$ cat src/assert_macros.svh
// Assertion macros used by the predictor controller
`ifndef ASSERT_MACROS_SVH
`define ASSERT_MACROS_SVH
// Implication checked on every rising clock edge outside reset
`define HAP_ASSERT(label, clk, rst_n, prop, msg) \
  label: assert property (@(posedge clk) disable iff (!rst_n) prop) else $error(msg);
`endif

$ cat src/hap_pkg.sv
// Types and constants of the hyperspectral adaptive predictor
package hap_pkg;

  typedef enum logic [2:0] {
    ST_IDLE,
    ST_DOT,
    ST_PRED,
    ST_DIV,
    ST_MAP,
    ST_UPD,
    ST_OUT
  } state_e;

  localparam logic [1:0] REG_MAX_ERROR = 2'd0;
  localparam logic [1:0] REG_RATE_MIN  = 2'd1;
  localparam logic [1:0] REG_RATE_MAX  = 2'd2;
  localparam logic [1:0] REG_RATE_INTV = 2'd3;

  localparam int DIFF_W = 19;
  localparam int DIV_STEPS = 18;

  // controller to datapath
  typedef struct packed {
    logic load;
    logic dot_step;
    logic pred;
    logic div_start;
    logic div_step;
    logic map;
    logic upd_step;
    logic commit;
  } cmd_t;

  // datapath to controller
  typedef struct packed {
    logic dot_last;
    logic div_last;
    logic upd_last;
  } stat_t;

endpackage

$ cat src/hap_ctrl.sv
// Controller state machine of the predictor
`include "assert_macros.svh"
module hap_ctrl (
  input  logic            clk_i,
  input  logic            rst_ni,
  input  logic            in_valid_i,
  output logic            in_ready_o,
  output logic            out_valid_o,
  input  logic            out_ready_i,
  output hap_pkg::cmd_t   cmd_o,
  input  hap_pkg::stat_t  stat_i
);
  hap_pkg::state_e state_q, state_d;

  always_ff @(posedge clk_i or negedge rst_ni) begin
    if (!rst_ni) begin
      state_q <= hap_pkg::ST_IDLE;
    end else begin
      state_q <= state_d;
    end
  end

  always_comb begin
    state_d = state_q;
    cmd_o = '0;
    in_ready_o = 1'b0;
    out_valid_o = 1'b0;
    unique case (state_q)
      hap_pkg::ST_IDLE: begin
        in_ready_o = 1'b1;
        if (in_valid_i) begin
          cmd_o.load = 1'b1;
          state_d = hap_pkg::ST_DOT;
        end
      end
      hap_pkg::ST_DOT: begin
        cmd_o.dot_step = 1'b1;
        if (stat_i.dot_last) state_d = hap_pkg::ST_PRED;
      end
      hap_pkg::ST_PRED: begin
        cmd_o.pred = 1'b1;
        state_d = hap_pkg::ST_DIV;
      end
      hap_pkg::ST_DIV: begin
        cmd_o.div_step = 1'b1;
        if (stat_i.div_last) state_d = hap_pkg::ST_MAP;
      end
      hap_pkg::ST_MAP: begin
        cmd_o.map = 1'b1;
        state_d = hap_pkg::ST_UPD;
      end
      hap_pkg::ST_UPD: begin
        cmd_o.upd_step = 1'b1;
        if (stat_i.upd_last) begin
          cmd_o.commit = 1'b1;
          state_d = hap_pkg::ST_OUT;
        end
      end
      hap_pkg::ST_OUT: begin
        out_valid_o = 1'b1;
        // take the next item as the result leaves
        in_ready_o = out_ready_i;
        if (out_ready_i) begin
          if (in_valid_i) begin
            cmd_o.load = 1'b1;
            state_d = hap_pkg::ST_DOT;
          end else begin
            state_d = hap_pkg::ST_IDLE;
          end
        end
      end
      default: state_d = hap_pkg::ST_IDLE;
    endcase
    cmd_o.div_start = cmd_o.pred;
  end

  `HAP_ASSERT(a_out_only_in_out, clk_i, rst_ni, out_valid_o |-> state_q == hap_pkg::ST_OUT, "result shown outside output state")
  `HAP_ASSERT(a_load_when_ready, clk_i, rst_ni, cmd_o.load |-> in_ready_o && in_valid_i, "load without handshake")
  `HAP_ASSERT(a_pred_after_dot, clk_i, rst_ni, state_q == hap_pkg::ST_PRED |-> $past(state_q) == hap_pkg::ST_DOT, "prediction not after dot product")
endmodule

$ cat src/hap_datapath.sv
// Datapath of the predictor: dot product, quantiser, mapper, weight update
module hap_datapath #(
  parameter int HISTORY_BANDS = 3,
  parameter int WEIGHT_RES    = 13,
  parameter int SAMPLE_BITS   = 16
) (
  input  logic                clk_i,
  input  logic                rst_ni,
  input  hap_pkg::cmd_t       cmd_i,
  output hap_pkg::stat_t      stat_o,
  input  logic [15:0]         sample_value_i,
  input  logic [15:0]         neighbor_value_i,
  input  logic [23:0]         pixel_index_i,
  input  logic [15:0]         band_index_i,
  input  logic                load_default_weights_i,
  input  logic                cfg_valid_i,
  input  logic [1:0]          cfg_index_i,
  input  logic [15:0]         cfg_data_i,
  output logic [15:0]         mapped_index_o
);
  localparam int WW  = WEIGHT_RES + 3;
  localparam int DW  = hap_pkg::DIFF_W;
  localparam int PW  = DW + WW;
  localparam int AW  = PW + 6;
  localparam int HW  = SAMPLE_BITS + WEIGHT_RES + 5;
  localparam int IW  = (HISTORY_BANDS > 1) ? $clog2(HISTORY_BANDS) : 1;
  localparam int CW  = $clog2(HISTORY_BANDS + 1);
  localparam int RW  = 18;
  localparam int XW  = DW + 16;
  localparam logic signed [WW-1:0] WMAX = WW'((1 << (WEIGHT_RES + 2)) - 1);
  localparam logic signed [WW-1:0] WMIN = WW'(-(1 << (WEIGHT_RES + 2)));
  localparam longint SMAX = (64'd1 << SAMPLE_BITS) - 1;
  localparam longint SMID = 64'd1 << (SAMPLE_BITS - 1);
  localparam longint HOFS = SMID * (64'd1 << (WEIGHT_RES + 2)) + (64'd1 << (WEIGHT_RES + 1))
                           - 4 * SMID * (64'd1 << WEIGHT_RES);
  localparam longint HMAX = SMAX * (64'd1 << (WEIGHT_RES + 2)) + (64'd1 << (WEIGHT_RES + 1));

  // configuration
  logic [14:0] max_error_q;
  logic signed [4:0] rate_min_q, rate_max_q;
  logic [3:0] rate_intv_q;

  always_ff @(posedge clk_i or negedge rst_ni) begin
    if (!rst_ni) begin
      max_error_q <= '0;
      rate_min_q  <= -5'sd1;
      rate_max_q  <= 5'sd3;
      rate_intv_q <= 4'd6;
    end else if (cfg_valid_i) begin
      unique case (cfg_index_i)
        hap_pkg::REG_MAX_ERROR: max_error_q <= cfg_data_i[14:0];
        hap_pkg::REG_RATE_MIN:  rate_min_q  <= cfg_data_i[4:0];
        hap_pkg::REG_RATE_MAX:  rate_max_q  <= cfg_data_i[4:0];
        hap_pkg::REG_RATE_INTV: rate_intv_q <= cfg_data_i[3:0];
        default: ;
      endcase
    end
  end

  // state
  logic signed [DW-1:0] hist_q [HISTORY_BANDS];
  logic signed [WW-1:0] w_q [HISTORY_BANDS];
  logic [SAMPLE_BITS-1:0] last_q;

  // item registers
  logic [SAMPLE_BITS-1:0] s_q, nb_q;
  logic [23:0] t_q;
  logic [15:0] z_q;
  logic [CW-1:0] n_q;
  logic [IW-1:0] idx_q;
  logic signed [AW-1:0] acc_q;
  logic [SAMPLE_BITS:0] dres_q;
  logic [RW-1:0] rem_q, quo_q, dvd_q;
  logic [4:0] cnt_q;
  logic rneg_q;
  logic eneg_q;
  logic signed [6:0] p_q;
  logic [15:0] map_q;

  logic [CW-1:0] n_d;
  always_comb begin
    if (band_index_i < 16'(HISTORY_BANDS)) n_d = CW'(band_index_i);
    else n_d = CW'(HISTORY_BANDS);
  end

  logic signed [PW-1:0] prod;
  assign prod = hist_q[idx_q] * w_q[idx_q];
  logic idx_last;
  assign idx_last = (32'(idx_q) == HISTORY_BANDS - 1);
  assign stat_o.dot_last = idx_last;
  assign stat_o.upd_last = idx_last;
  assign stat_o.div_last = (cnt_q == 5'(hap_pkg::DIV_STEPS - 1));

  // prediction from the accumulator
  logic signed [HW+1:0] high;
  logic [SAMPLE_BITS:0] dres_d;
  always_comb begin
    high = (HW+2)'(acc_q) + (HW+2)'(signed'({2'b0, nb_q, 2'b0}) <<< WEIGHT_RES)
         + (HW+2)'(HOFS);
    if (high > (HW+2)'(HMAX)) high = (HW+2)'(HMAX);
    if (high < 0) high = '0;
    if (t_q != '0) dres_d = (SAMPLE_BITS+1)'(high >>> (WEIGHT_RES + 1));
    else if (z_q != '0) dres_d = {last_q, 1'b0};
    else dres_d = (SAMPLE_BITS+1)'(2 * SMID);
  end
  logic [SAMPLE_BITS-1:0] pred;
  assign pred = dres_q[SAMPLE_BITS:1];
  logic signed [SAMPLE_BITS+1:0] r;
  assign r = signed'({2'b0, s_q}) - signed'({2'b0, dres_d[SAMPLE_BITS:1]});

  // restoring divide of |r|+m by 2m+1, one bit a step; for the first pixel the quotient is |r| itself
  logic [RW-1:0] dvs;
  assign dvs = RW'({max_error_q, 1'b1});
  logic [RW:0] trial;
  assign trial = {rem_q, dvd_q[RW-1]} - {1'b0, dvs};

  // mapper
  logic [SAMPLE_BITS:0] theta, aq;
  logic signed [SAMPLE_BITS+1:0] q, sq;
  logic [SAMPLE_BITS+1:0] mapped;
  always_comb begin
    theta = (pred < SAMPLE_BITS'(SMAX) - pred) ? {1'b0, pred}
          : {1'b0, SAMPLE_BITS'(SMAX) - pred};
    aq = (SAMPLE_BITS+1)'(quo_q);
    q = rneg_q ? -signed'({1'b0, aq}) : signed'({1'b0, aq});
    sq = dres_q[0] ? -q : q;
    if (aq > theta) mapped = (SAMPLE_BITS+2)'(aq) + (SAMPLE_BITS+2)'(theta);
    else if (sq >= 0 && sq <= signed'({1'b0, theta})) mapped = {aq, 1'b0};
    else mapped = {aq, 1'b0} - 1'b1;
  end

  // update exponent
  logic signed [25:0] tm5, tsh;
  logic signed [26:0] pe;
  logic signed [6:0] p_d;
  always_comb begin
    tm5 = signed'({2'b0, t_q}) - 26'sd5;
    tsh = tm5 >>> rate_intv_q;
    pe = 27'(rate_min_q) + 27'(tsh);
    if (pe > 27'(rate_max_q)) p_d = 7'(rate_max_q);
    else if (pe < 27'(rate_min_q)) p_d = 7'(rate_min_q);
    else p_d = 7'(pe);
    p_d = p_d + 7'(SAMPLE_BITS - WEIGHT_RES);
  end

  // weight increment of the selected entry
  logic signed [XW-1:0] x, inc;
  logic signed [XW:0] wn;
  logic signed [WW-1:0] wc;
  always_comb begin
    x = eneg_q ? -XW'(hist_q[idx_q]) : XW'(hist_q[idx_q]);
    if (p_q <= 0) inc = ((x <<< (-p_q)) + 1) >>> 1;
    else inc = (x + (XW'(1) <<< p_q)) >>> (p_q + 1);
    // sum at full width, then clip to the weight range
    wn = (XW+1)'(w_q[idx_q]) + (XW+1)'(inc);
    if (wn > (XW+1)'(WMAX)) wc = WMAX;
    else if (wn < (XW+1)'(WMIN)) wc = WMIN;
    else wc = WW'(wn);
  end

  always_ff @(posedge clk_i or negedge rst_ni) begin
    if (!rst_ni) begin
      for (int i = 0; i < HISTORY_BANDS; i++) begin
        hist_q[i] <= '0;
        w_q[i] <= '0;
      end
      last_q <= '0;
    end else begin
      if (cmd_i.load && load_default_weights_i) begin
        for (int i = 0; i < HISTORY_BANDS; i++)
          w_q[i] <= WW'(((7 << WEIGHT_RES) >> 3) >> (3 * i));
      end
      if (cmd_i.upd_step && t_q != '0) w_q[idx_q] <= wc;
      if (cmd_i.commit) begin
        for (int i = HISTORY_BANDS - 1; i > 0; i--) hist_q[i] <= hist_q[i-1];
        hist_q[0] <= signed'({1'b0, s_q, 2'b0}) - signed'({1'b0, nb_q, 2'b0});
        last_q <= s_q;
      end
    end
  end

  always_ff @(posedge clk_i) begin
    if (cmd_i.load) begin
      s_q <= sample_value_i[SAMPLE_BITS-1:0];
      nb_q <= neighbor_value_i[SAMPLE_BITS-1:0];
      t_q <= pixel_index_i;
      z_q <= band_index_i;
      n_q <= n_d;
      idx_q <= '0;
      acc_q <= '0;
    end
    if (cmd_i.dot_step) begin
      if (32'(idx_q) < 32'(n_q)) acc_q <= acc_q + AW'(prod);
      idx_q <= idx_last ? '0 : idx_q + 1'b1;
    end
    if (cmd_i.div_start) begin
      dres_q <= dres_d;
      rneg_q <= r < 0;
      eneg_q <= (signed'({2'b0, s_q, 1'b0}) - signed'({2'b0, dres_d})) < 0;
      p_q <= p_d;
      rem_q <= '0;
      cnt_q <= '0;
      if (t_q == '0) begin
        dvd_q <= RW'(r < 0 ? -r : r) << 0;
      end else begin
        dvd_q <= RW'(r < 0 ? -r : r) + RW'(max_error_q);
      end
      quo_q <= '0;
    end
    if (cmd_i.div_step) begin
      cnt_q <= cnt_q + 1'b1;
      dvd_q <= dvd_q << 1;
      if (t_q == '0) begin
        quo_q <= (cnt_q == '0) ? dvd_q : quo_q;
      end else if (!trial[RW]) begin
        rem_q <= trial[RW-1:0];
        quo_q <= {quo_q[RW-2:0], 1'b1};
      end else begin
        rem_q <= {rem_q[RW-2:0], dvd_q[RW-1]};
        quo_q <= {quo_q[RW-2:0], 1'b0};
      end
    end
    if (cmd_i.map) map_q <= mapped[15:0];
    if (cmd_i.upd_step) idx_q <= idx_last ? '0 : idx_q + 1'b1;
  end

  assign mapped_index_o = map_q;
endmodule

$ cat src/hyperspectral_adaptive_predictor.sv
// Top level of the hyperspectral adaptive predictor
// The next item is taken as the result leaves.
// The work is done by the serial dot product, the 18-step restoring quantiser divider
// and the serial weight update, the first and last taking one history entry a cycle.
// Reset clears history, weights and last sample and sets the configuration registers
// to their defaults at once.
module hyperspectral_adaptive_predictor #(
  parameter int HISTORY_BANDS = 3,
  parameter int WEIGHT_RES    = 13,
  parameter int SAMPLE_BITS   = 16
) (
  input  logic        clk_i,
  input  logic        rst_ni,
  input  logic        in_valid_i,
  output logic        in_ready_o,
  input  logic [15:0] sample_value_i,
  input  logic [15:0] neighbor_value_i,
  input  logic [23:0] pixel_index_i,
  input  logic [15:0] band_index_i,
  input  logic        load_default_weights_i,
  output logic        out_valid_o,
  input  logic        out_ready_i,
  output logic [15:0] mapped_index_o,
  input  logic        cfg_valid_i,
  output logic        cfg_ready_o,
  input  logic [1:0]  cfg_index_i,
  input  logic [15:0] cfg_data_i
);
  hap_pkg::cmd_t cmd;
  hap_pkg::stat_t stat;

  assign cfg_ready_o = 1'b1;

  hap_ctrl u_ctrl (
    .clk_i, .rst_ni, .in_valid_i, .in_ready_o, .out_valid_o, .out_ready_i,
    .cmd_o(cmd), .stat_i(stat)
  );

  hap_datapath #(
    .HISTORY_BANDS(HISTORY_BANDS), .WEIGHT_RES(WEIGHT_RES), .SAMPLE_BITS(SAMPLE_BITS)
  ) u_dp (
    .clk_i, .rst_ni, .cmd_i(cmd), .stat_o(stat),
    .sample_value_i, .neighbor_value_i, .pixel_index_i, .band_index_i,
    .load_default_weights_i, .cfg_valid_i, .cfg_index_i, .cfg_data_i, .mapped_index_o
  );
endmodule
$ cat config.mk
export PLATFORM = sky130hd
export DESIGN_NAME = hyperspectral_adaptive_predictor
export DESIGN_NICKNAME = d
export VERILOG_FILES = /design/src/hap_pkg.sv /design/src/hap_ctrl.sv /design/src/hap_datapath.sv /design/src/hyperspectral_adaptive_predictor.sv
export VERILOG_INCLUDE_DIRS = /design/src /design/src/src
export SDC_FILE = /design/constraint.sdc
export NUM_CORES = 2
export LEC_CHECK = 0
export BUFFER_PORTS_ARGS = -buffer_cell sky130_fd_sc_hd__buf_2
export CAP_MARGIN = 30
export CORE_MARGIN = 2
export CORE_UTILIZATION = 59
export DETAILED_ROUTE_END_ITERATION = 6
export PLACE_DENSITY = 0.84
export SYNTH_ARGS = -nofsm -noshare
export SYNTH_HDL_FRONTEND = slang
export SYNTH_SLANG_ARGS = --single-unit
$ cat constraint.sdc
create_clock -name clk_i -period 10.35 [get_ports clk_i]
set_input_delay 2.5875 -clock clk_i [delete_from_list [all_inputs] [get_ports clk_i]]
set_output_delay 2.5875 -clock clk_i [all_outputs]
set_load 0.1 [all_outputs]
==> flow_metrics.env <==
export IMPL_vias_per_cell=6.499
export IMPL_synth_edf_count=159
export IMPL_dieHeight_um=286.9
export IMPL_grt_overflow=0
export IMPL_finish_utilization_pct=65.18
export IMPL_synthArstFlopShare_pct=40.95
export IMPL_ios=115
export IMPL_gp_congestion=1.032
export IMPL_drive_above_1_share_pct=10.17
export IMPL_remaining_drc_errors=0
export IMPL_finalCritPeriodShare_pct=97.08
export IMPL_synthSimpleGateAreaFrac_pct=18.75
export IMPL_coreArea_mm2=0.07913
export IMPL_synthesis_nets=6579
export IMPL_max_cap_violations=0
export IMPL_grt_usage_pct=35.31
export IMPL_ys_warnings_count=0
export IMPL_fmax_mhz=99.52
export IMPL_fin_tns_setup_ps=0
export IMPL_status="finished clean"
export IMPL_yosysSeqAreaShare_pct=20.17
export IMPL_antenna_left=0
export IMPL_worst_r2r_endpoint="u_dp.w_q[4]"
export IMPL_drt_iter0_markers=5057
export IMPL_dp_hpwl_um=116400
export IMPL_vias=45180
export IMPL_synth_xor_area_share_pct=5.045
export IMPL_area_growth_syn_to_layout_pct=9.227
export IMPL_muxShareOfSynthArea_pct=3.853
export IMPL_synth_top_family_by_area="adder cells"
export IMPL_ys_ff_latch=359
export IMPL_finalHoldViolations=0
export IMPL_tightestPinTransition_ps=1128
export IMPL_synth_cells=5769
export IMPL_synthDistinctLibCells=109
export IMPL_fin_nets=6675
export IMPL_cp_slowest_cell="a211oi_1"
export IMPL_finalSetupViolations=0
export IMPL_grt_pass1_vias=42470
export IMPL_path_class="flop to flop"
export IMPL_period_needed_ps=10050
export IMPL_slew_viol_final=0
export IMPL_end_kind="flop"
export IMPL_cts_max_level=2
export IMPL_rrSetupSlack_ps=300
export IMPL_floorplan_initialDensity_pct=59.67
export IMPL_reg2reg_depth=36
export IMPL_slowest_delay_ps=580
export IMPL_synth_compound_area_share_pct=21.82
export IMPL_syn_area_mm2=0.04722
export IMPL_required_ps=10810
export IMPL_die_x_um=286.9
export IMPL_antenna_found_initial=5
export IMPL_path_common_cell="o211ai_1"
export IMPL_min_to="u_dp.acc_q[2]"
export IMPL_wl_per_cell_um=21.33
export IMPL_crit_arrival_ps=10510
export IMPL_clockBufferDepth=3
export IMPL_grt_max_degree=86
export IMPL_synth_fa_ha_area_share_pct=24.11
export IMPL_cts_sinks=359
export IMPL_cts_tree="built"
export IMPL_firstDrtPassIters=7
export IMPL_wirelength_um=148300
export IMPL_cp_max_fo=17
export IMPL_fin_skew_ps=35.85
export IMPL_rows=103
export IMPL_hold_path_startpoint="u_dp.acc_q[2]"
export IMPL_syn_area_per_cell_um2=8.185
export IMPL_numPortBuffers=112
export IMPL_clock_latency_ps=610
export IMPL_clk_pin_slew_ps=60
export IMPL_max_slew_margin_pct=24.51
export IMPL_critical_path_startpoint_type="flop"
export IMPL_cts_hold_buf=0
export IMPL_hold_depth=2
export IMPL_dieArea_mm2=0.08231
export IMPL_grt_pass1_wl_um=232900
export IMPL_min_path_type="flop to flop"
export IMPL_cts_root_buf="clkbuf_16"
export IMPL_reg2reg_from="u_dp.idx_q[1]"
export IMPL_numCtsBuffers=42
export IMPL_ys_flop_type="edfxtp_1"
-- kinds of logic (layout without fill, tap and decap cells) --
kind of cell	after synthesis	after routing
flip-flops	359	359
multiplexers	165	165
buffers and inverters	770	900
AND/OR/NAND/NOR	1926	1926
AO/OA/AOI/OAI	1561	1561
adder cells (fa/ha/maj)	715	715
other	1	4
XOR/XNOR	272	272
-- worst max-delay path: cells and delay by family (launching register included) --
family / cells / cell delay [ps]
AO/OA/AOI/OAI: 23 / 6150
AND/OR/NAND/NOR: 5 / 1400
adder cells (fa/ha/maj): 4 / 1210
buffers and inverters: 4 / 660
flip-flops: 1 / 490
-- how the worst max path moves through the flow --
stage                  start            to  cells after the start
6_report       u_dp.idx_q[1]   u_dp.w_q[4]                     36
5_1_grt        u_dp.idx_q[0]   u_dp.w_q[4]                     35
4_1_cts        u_dp.idx_q[1]   u_dp.w_q[4]                     34
3_5_place_dp   u_dp.idx_q[1]   u_dp.w_q[4]                     35
3_3_place_gp   u_dp.idx_q[1]   u_dp.w_q[4]                     35
2_1_floorplan  u_dp.idx_q[1]  u_dp.w_q[23]                     41
-- flip-flops by register name, indices dropped and copies added, names as in the netlist, 2 cells and up, named ones only --
signal	count
u_dp.p_q	7
u_dp.rate_max_q	5
u_dp.last_q	16
u_dp.cnt_q	5
u_dp.w_q	48
u_ctrl.state_q	3
u_dp.dvd_q	18
u_dp.s_q	16
u_dp.max_error_q	15
u_dp.quo_q	17
u_dp.z_q	16
u_dp.mapped_index_o	16
u_dp.n_q	2
u_dp.rem_q	18
u_dp.acc_q	34
u_dp.t_q	24
u_dp.nb_q	16
u_dp.rate_min_q	5
u_dp.dres_q	17
u_dp.hist_q	51
u_dp.rate_intv_q	4
u_dp.idx_q	2
-- cells in the final DEF (no fill, tap or decap), drive strengths merged, types with 49 or more instances in the layout --
master	instances
nand2	790
inv	481
nor2	444
ha	389
a21oi	381
o21ai	341
buf	339
fa	325
xnor2	182
edfxtp	159
nand3	152
dfrtp	138
nor3	112
mux2i	112
a21o	110
xor2	90
a31oi	86
a211oi	63
o211ai	58
nand4	58
and2	58
o21a	56
dfxtp	53
nor4	49
clkbuf	49
-- repair_timing --
action / CTS / global route
pin swaps: 0 / 3
endpoints found under the setup margin: 3 / 47
setup buffers: 0 / 2
gates resized for setup: 1 / 44
-- synthesized netlist by cell type (all sizes together), types with 112 or more instances --
library cell    n  area (um^2)
clkbuf        239        897.1
fa            325         6506
edfxtp        159         4775
xnor2         182         1594
inv           478         1794
o21ai         341         1707
a21oi         381         1914
nand2         790         2965
mux2i         112         1121
nand3         152        765.7
nor3          112        565.5
dfrtp         138         3453
nor2          444         1669
ha            389         4867
-- per-layer routing --
layer,up-vias,share of wire (%),wire (um),global-route usage (%)
met5,-,0.0074,11,0
met1,21510,41,60120,47.89
met3,444,9.6,14230,6.286
met2,2443,45,66030,55.23
met4,2,5.3,7901,15.91
li1,20780,-,-,-
-- area by class of cell --
| cell class | count | area (um^2) |
|---|---|---|
| timing repair buffer | 339 | 2426 |
| fill | 6493 | 27550 |
| multi-input combinational | 4640 | 35030 |
| sequential | 359 | 9525 |
| clock buffer | 49 | 1087 |
| antenna | 3 | 7.507 |
| tap | 1050 | 1314 |
| inverter | 483 | 1814 |
| clock inverter | 29 | 369.1 |
-- metrics by stage --
stage	cell area, um^2	std cells	worst slack [ps]	hold WS, ps
after floorplan	47220	5769	735.3	445.5
after global placement	49730	6861	172.5	459.1
after detailed placement	49790	6864	33.25	462.8
after CTS	51240	6942	112.7	480.2
after global routing	51570	6952	-10.11	499.2
final	51570	6952	301.8	476.4
Power is not shown: default switching activity piles up to over one toggle a cycle in this logic, so the estimate is an artifact.
